==> src/rtl/mm_pkg.sv <==
// shared constants for the shift-and-add modular multiplier
package mm_pkg;

  // fixed widths of the transaction fields
  localparam int unsigned IN_WIDTH  = 32;
  localparam int unsigned OUT_WIDTH = 31;

endpackage

==> src/rtl/modular_multiplier.sv <==
// top level: iterative shift-and-add modular multiplier
// busy from the accepting edge until the last multiplier step; the result strobe
//   comes in the first idle cycle, as busy falls. A new transaction is taken only
//   when idle, as the single shared step unit serves both phases: first it reduces
//   the multiplicand bit by bit, then it scans the multiplier.
// the receiver cannot stall; each result is shown for exactly one cycle.
// reset (rst_ni low, asynchronous) returns the sequencer to idle, no strobe.
module modular_multiplier #(
  parameter int unsigned DATA_WIDTH = 32
) (
  input  logic                           clk_i,
  input  logic                           rst_ni,
  input  logic                           start_i,
  output logic                           busy_o,
  input  logic [mm_pkg::IN_WIDTH-1:0]    multiplier_i,
  input  logic [mm_pkg::IN_WIDTH-1:0]    multiplicand_i,
  input  logic [mm_pkg::IN_WIDTH-1:0]    modulus_i,
  output logic                           done_o,
  output logic [mm_pkg::OUT_WIDTH-1:0]   product_mod_o
);

  localparam int unsigned CntWidth = $clog2(DATA_WIDTH);
  localparam int unsigned InW      = mm_pkg::IN_WIDTH;
  localparam int unsigned OutW     = mm_pkg::OUT_WIDTH;

  typedef enum logic [1:0] {
    ST_IDLE,
    ST_REDUCE,
    ST_MULT
  } state_e;

  state_e                state_q;
  logic [CntWidth-1:0]   cnt_q;
  logic                  done_q;

  logic [DATA_WIDTH-1:0] mod_q;
  logic [DATA_WIDTH-1:0] mcand_q;
  logic [DATA_WIDTH-1:0] mplier_q;
  logic [DATA_WIDTH-1:0] rem_q;
  logic [DATA_WIDTH-1:0] acc_q;
  logic                  mod_zero_q;
  logic [OutW-1:0]       result_q;

  logic                  accept;
  logic                  last_step;
  logic [InW+DATA_WIDTH-1:0]  mplier_ext;
  logic [InW+DATA_WIDTH-1:0]  mcand_ext;
  logic [InW+DATA_WIDTH-1:0]  mod_ext;
  logic [OutW+DATA_WIDTH-1:0] acc_ext;

  logic                  shift_bit;
  logic                  add_en;
  logic [DATA_WIDTH-1:0] dbl;
  logic [DATA_WIDTH-1:0] acc_next;

  assign accept    = start_i && (state_q == ST_IDLE);
  assign last_step = (cnt_q == '0);

  // fit the input fields to the datapath width (zero-extend or keep low bits)
  assign mplier_ext = {{DATA_WIDTH{1'b0}}, multiplier_i};
  assign mcand_ext  = {{DATA_WIDTH{1'b0}}, multiplicand_i};
  assign mod_ext    = {{DATA_WIDTH{1'b0}}, modulus_i};
  assign acc_ext    = {{OutW{1'b0}}, acc_next};

  // step unit controls: reduction feeds multiplicand bits msb first
  assign shift_bit = (state_q == ST_REDUCE) ? mcand_q[DATA_WIDTH-1] : 1'b0;
  assign add_en    = (state_q == ST_MULT) && mplier_q[0];

  mm_step_unit #(
    .DATA_WIDTH (DATA_WIDTH)
  ) u_step (
    .y_i         (rem_q),
    .shift_bit_i (shift_bit),
    .acc_i       (acc_q),
    .add_en_i    (add_en),
    .modulus_i   (mod_q),
    .dbl_o       (dbl),
    .acc_o       (acc_next)
  );

  // sequencer state and result strobe
  always_ff @(posedge clk_i or negedge rst_ni) begin
    if (!rst_ni) begin
      state_q <= ST_IDLE;
      cnt_q   <= '0;
      done_q  <= 1'b0;
    end else begin
      done_q <= 1'b0;
      case (state_q)
        ST_IDLE: begin
          if (start_i) begin
            state_q <= ST_REDUCE;
            cnt_q   <= CntWidth'(DATA_WIDTH - 1);
          end
        end
        ST_REDUCE: begin
          if (last_step) begin
            state_q <= ST_MULT;
            cnt_q   <= CntWidth'(DATA_WIDTH - 1);
          end else begin
            cnt_q <= cnt_q - 1'b1;
          end
        end
        ST_MULT: begin
          if (last_step) begin
            state_q <= ST_IDLE;
            done_q  <= 1'b1;
          end else begin
            cnt_q <= cnt_q - 1'b1;
          end
        end
        default: begin
          state_q <= ST_IDLE;
        end
      endcase
    end
  end

  // datapath registers
  always_ff @(posedge clk_i) begin
    if (accept) begin
      mod_q      <= mod_ext[DATA_WIDTH-1:0];
      mcand_q    <= mcand_ext[DATA_WIDTH-1:0];
      mplier_q   <= mplier_ext[DATA_WIDTH-1:0];
      rem_q      <= '0;
      acc_q      <= '0;
      mod_zero_q <= (mod_ext[DATA_WIDTH-1:0] == '0);
    end else if (state_q == ST_REDUCE) begin
      // remainder of the multiplicand, one bit per cycle
      rem_q   <= dbl;
      mcand_q <= {mcand_q[DATA_WIDTH-2:0], 1'b0};
    end else if (state_q == ST_MULT) begin
      // accumulate on set multiplier bits, double the reduced multiplicand
      acc_q    <= acc_next;
      rem_q    <= dbl;
      mplier_q <= {1'b0, mplier_q[DATA_WIDTH-1:1]};
      if (last_step) begin
        result_q <= mod_zero_q ? '0 : acc_ext[OutW-1:0];
      end
    end
  end

  assign busy_o        = (state_q != ST_IDLE);
  assign done_o        = done_q;
  assign product_mod_o = result_q;

endmodule

==> src/rtl/mm_step_unit.sv <==
// shared step unit: shift-in doubling mod m and conditional modular add
module mm_step_unit #(
  parameter int unsigned DATA_WIDTH = 32
) (
  input  logic [DATA_WIDTH-1:0] y_i,
  input  logic                  shift_bit_i,
  input  logic [DATA_WIDTH-1:0] acc_i,
  input  logic                  add_en_i,
  input  logic [DATA_WIDTH-1:0] modulus_i,
  output logic [DATA_WIDTH-1:0] dbl_o,
  output logic [DATA_WIDTH-1:0] acc_o
);

  logic [DATA_WIDTH:0] dbl_raw;
  logic [DATA_WIDTH:0] dbl_sub;
  logic [DATA_WIDTH:0] sum_raw;
  logic [DATA_WIDTH:0] sum_sub;
  logic [DATA_WIDTH:0] mod_ext;

  assign mod_ext = {1'b0, modulus_i};

  // doubling with a shifted-in bit, one conditional subtract (operand below m)
  assign dbl_raw = {y_i, shift_bit_i};
  assign dbl_sub = dbl_raw - mod_ext;
  assign dbl_o   = (dbl_raw >= mod_ext) ? dbl_sub[DATA_WIDTH-1:0] : dbl_raw[DATA_WIDTH-1:0];

  // modular add of both operands below m, wraps when the sum reaches m
  assign sum_raw = {1'b0, acc_i} + {1'b0, y_i};
  assign sum_sub = sum_raw - mod_ext;
  always_comb begin
    if (!add_en_i) begin
      acc_o = acc_i;
    end else if (sum_raw >= mod_ext) begin
      acc_o = sum_sub[DATA_WIDTH-1:0];
    end else begin
      acc_o = sum_raw[DATA_WIDTH-1:0];
    end
  end

endmodule

==> config.mk <==
export PLATFORM = sky130hd
export DESIGN_NAME = modular_multiplier
export DESIGN_NICKNAME = d
export VERILOG_FILES = /design/src/rtl/mm_pkg.sv /design/src/rtl/modular_multiplier.sv /design/src/rtl/mm_step_unit.sv
export SDC_FILE = /design/constraint.sdc
export NUM_CORES = 1
export LEC_CHECK = 0
export ABC_AREA = 1
export BUFFER_PORTS_ARGS = -buffer_cell sky130_fd_sc_hd__buf_2
export CORE_ASPECT_RATIO = 1.5
export CORE_MARGIN = 2
export CORE_UTILIZATION = 50
export CTS_BUF_LIST = sky130_fd_sc_hd__clkbuf_4
export DETAILED_ROUTE_END_ITERATION = 7
export GPL_TIMING_DRIVEN = 0
export PLACE_DENSITY = 0.73
export SLEW_MARGIN = 20
export SYNTH_ARGS = -nofsm -noshare
export SYNTH_HDL_FRONTEND = slang
export SYNTH_SLANG_ARGS = --single-unit
==> constraint.sdc <==
create_clock -name clk_i -period 4.5 [get_ports clk_i]
set_clock_uncertainty 0.1 [all_clocks]
set_input_delay 0.9 -clock clk_i [delete_from_list [all_inputs] [get_ports clk_i]]
set_output_delay 0.9 -clock clk_i [all_outputs]
set_load 0.02 [all_outputs]
==> results.json <==
{
  "die_w_um": 145.2,
  "drive_gt1_share_pct": 13.87,
  "p_per_area_mw_per_mm2": 559.6,
  "period_share_pct": 95.88,
  "ant_nets": 0,
  "layout_common_cells": "nand2_1 (682), inv_1 (244), a21oi_1 (168)",
  "wl_per_cell_um": 18.81,
  "cts_sinks": 200,
  "insertion_delay_ns": 0.68,
  "tightest_slew_ns": 0.7696,
  "max_freq_ghz": 0.2318,
  "multiInputGateArea_mm2": 0.008722,
  "dieArea_mm2": 0.03134,
  "p_int_w": 0.004692,
  "hold_path_class": "in2reg",
  "combPwrFrac_pct": 58.2,
  "p_sw_share_pct": 50.19,
  "routed_wl_um": 50440,
  "gp_congestion": 1.001,
  "rows": 77,
  "dr_total_vias": 14600,
  "area_growth_pct": 12.54,
  "start_kind": "flip-flop",
  "core_area_mm2": 0.02948,
  "cap_violations": 0,
  "worstPathArrival_ns": 4.64,
  "status": "finished, final reports clean",
  "final_common_cell": "nand2_1",
  "cts_root_buffer": "clkbuf_4",
  "hold_viol_final": 0,
  "first_iter_violations": 991,
  "grt_max_degree": 34,
  "grt_pass1_vias": 14250,
  "drtPass1Iterations": 8,
  "cts.reportedPaths.clkPinSlew_ns": 0.18,
  "timing.rr.end": "product_mod_o[4]$_SDFFCE_PP0P_",
  "relSlewSlack_pct": 48.51,
  "ys_seq_area_share_pct": 35.60,
  "tritoncts": "yes",
  "place_hpwl_um": 42270,
  "slew_viol_final": 0,
  "synth-seq-cells": 200,
  "finalSetupTns_ns": 0,
  "seq_power_share_pct": 30.7,
  "path_class": "reg2reg",
  "p_leak_nw": 8.045,
  "syn_area_mm2": 0.01496,
  "antenna_found_initial": 1,
  "ys.warnings.count": 0,
  "finalNetCount": 2476,
  "p_sw_w": 0.004728,
  "yosysUniqueCellTypes": 47,
  "hp-start": "modulus_i[10]",
  "reg2reg_slack_ns": 0.19,
  "synthCells": 2116,
  "htree_levels": 4,
  "timing.rr.start": "rem_q[0]$_SDFFE_PP0N_",
  "cts.path.max_buffers": 2,
  "avgSynthCellArea_um2": 7.069,
  "nFillCells": 2947,
  "io_pins": 132,
  "grt_overflow": 0,
  "vdd_drop_max_mv": 0.3793,
  "io_buffers": 131,
  "cp-end-kind": "flip-flop",
  "regArea_mm2": 0.005338,
  "drcViolationCount": 0,
  "grt_pass1_wl_um": 76500,
  "grt_use_total_pct": 31.97,
  "numCtsBuffers": 17,
  "required_ns": 4.83,
  "min_period_ns": 4.314,
  "clockPowerShare_pct": 11.0,
  "power.total_w": 0.009420,
  "cp_max_fo": 10,
  "reg2reg_depth": 27,
  "die_h_um": 215.8,
  "whs_endpoint": "mod_q[10]$_DFFE_PP_",
  "vias_per_cell": 5.444,
  "rsz0062_at_grt": "false",
  "finalSetupViolCount": 0,
  "holdPathStages": 1,
  "synth_nets": 2319,
  "start_util_pct": 50.74
}
area by class of cell:
class,count,area share (%)
repair buffers,138,4.489
diodes,1,0.01487
flip-flops and latches,200,31.71
multi-input cells,1613,51.81
well taps,395,2.936
clock inverters,15,1.070
clock buffers,17,0.7581
plain buffers,53,1.635
inverters,250,5.575
metal layers:
layer / global-route usage [%] / share of wire, % / wire length, um
met4: 18.99 / 6.2 / 3145
met3: 4.228 / 4.8 / 2425
met1: 35.25 / 38 / 19350
met2: 58.34 / 51 / 25520
met5: 0 / 0 / 0
power groups by stage:
stage | clock (W) | combinational (W) | sequential (W)
floorplan | 0 | 0.00386 | 0.00271
CTS | 0.00105 | 0.00533 | 0.00288
finish | 0.00104 | 0.00549 | 0.00289
global placement | 0 | 0.00517 | 0.00293
global route | 0.00112 | 0.00609 | 0.00291
detailed placement | 0 | 0.00525 | 0.00292
cells by family (layout without fill, tap and decap cells):
family | Yosys count | after routing | share of synthesized area [%]
AOI/OAI and AO/OA | 286 | 286 | 10.52
other | 0 | 1 | 0
buffers and inverters | 303 | 473 | 7.938
adders and majority gates | 104 | 104 | 8.850
and+or+nand+nor | 1166 | 1166 | 33.75
DFF | 200 | 200 | 35.60
xor gates and xnor gates | 57 | 57 | 3.338
metrics by stage:
step / cell area, um2 / setup WS [ns] / util [%] / hold WS, ns / instances
2_1_floorplan: 14960 / 0.4792 / - / 0.3707 / 2116
3_3_place_gp: 16110 / -1.435 / 54.64 / 0.3800 / 2642
3_5_place_dp: 16200 / -0.3065 / 54.94 / 0.3918 / 2645
4_1_cts: 16620 / 0.001532 / 56.37 / 0.2607 / 2679
5_1_grt: 16830 / 0.003334 / 57.10 / 0.2590 / 2682
6_report: 16830 / 0.1856 / 57.10 / 0.3055 / 2682
critical path: stages, from the launching register on:
cell and delay, ns:
dfxtp_4 0.42, ha_2 0.22, inv_1 0.06, fa_2 0.35, inv_1 0.07, nand3_1 0.08, nand2_2 0.11, nand2_1 0.08
nand2_2 0.11, nand2_2 0.10, nand2_4 0.11, nand2_1 0.06, nand2_1 0.10, xnor2_2 0.17, inv_1 0.12, ha_4 0.31
nand2_1 0.12, nor2_4 0.16, nand2_1 0.09, nor2_1 0.10, nand2_1 0.07, nand3_2 0.12, nand4_4 0.18, nand2_4 0.18
buf_8 0.16, nand2_1 0.07, nand3_1 0.14, a21oi_1 0.09
synthesized netlist by cell type, drive strengths merged:
master / number / share of area, %
a21o: 11 / 0.55
xnor2: 29 / 1.7
clkbuf: 28 / 0.70
ha: 101 / 8.4
clkinv: 1 / 0.025
a21oi: 180 / 6.1
fa: 3 / 0.40
xor2: 28 / 1.6
and3: 2 / 0.084
o21a: 2 / 0.10
inv: 249 / 6.2
o22ai: 1 / 0.042
buf: 25 / 0.96
a22oi: 2 / 0.10
nor4: 13 / 0.54
a31oi: 6 / 0.25
nand3: 170 / 6.3
nor2: 172 / 4.4
nor3: 18 / 0.67
o21ai: 52 / 1.8
edfxtp: 128 / 26
and2: 2 / 0.084
nand2b: 1 / 0.042
nand4: 13 / 0.59
o211ai: 1 / 0.050
a32oi: 1 / 0.059
nand2: 729 / 19
dfxtp: 64 / 8.6
or2: 8 / 0.33
nand3b: 38 / 1.9
o21bai: 22 / 1.1
dfrtp: 8 / 1.3
a21boi: 8 / 0.40
worst max path at each step:
stage | from | end | slack, ns | depth (start not counted)
finish | rem_q[0]$_SDFFE_PP0N_ | product_mod_o[4]$_SDFFCE_PP0P_ | 0.19 | 27
floorplan | start_i | product_mod_o[0]$_SDFFCE_PP0P_ | 0.48 | 4
CTS | rem_q[0]$_SDFFE_PP0N_ | product_mod_o[19]$_SDFFCE_PP0P_ | 0.002 | 30
global placement | start_i | product_mod_o[25]$_SDFFCE_PP0P_ | -1.43 | 5
global route | rem_q[2]$_SDFFE_PP0N_ | product_mod_o[26]$_SDFFCE_PP0P_ | 0.003 | 27
detailed placement | rem_q[0]$_SDFFE_PP0N_ | product_mod_o[30]$_SDFFCE_PP0P_ | -0.31 | 28
registers in the layout, indices dropped and copies added (netlist names):
| name | cells |
|---|---|
| mod_q | 32 |
| acc_q | 32 |
| done_o | 1 |
| mplier_q | 32 |
| product_mod_o | 31 |
| rem_q | 32 |
| cnt_q | 5 |
| mcand_q | 32 |
| mod_zero_q | 1 |
| state_q | 2 |
timing repair:
item | in CTS | in global routing
setup buffers | 1 | 2
resized for setup | 23 | 55
pin swaps | 1 | 6
hold buffers | 1 | 0
endpoints found under the setup margin | 62 | 62
gates cloned | 0 | 0
endpoints found under the hold margin | 8 | 0
Note: power is estimated with default switching activity, not from simulation.
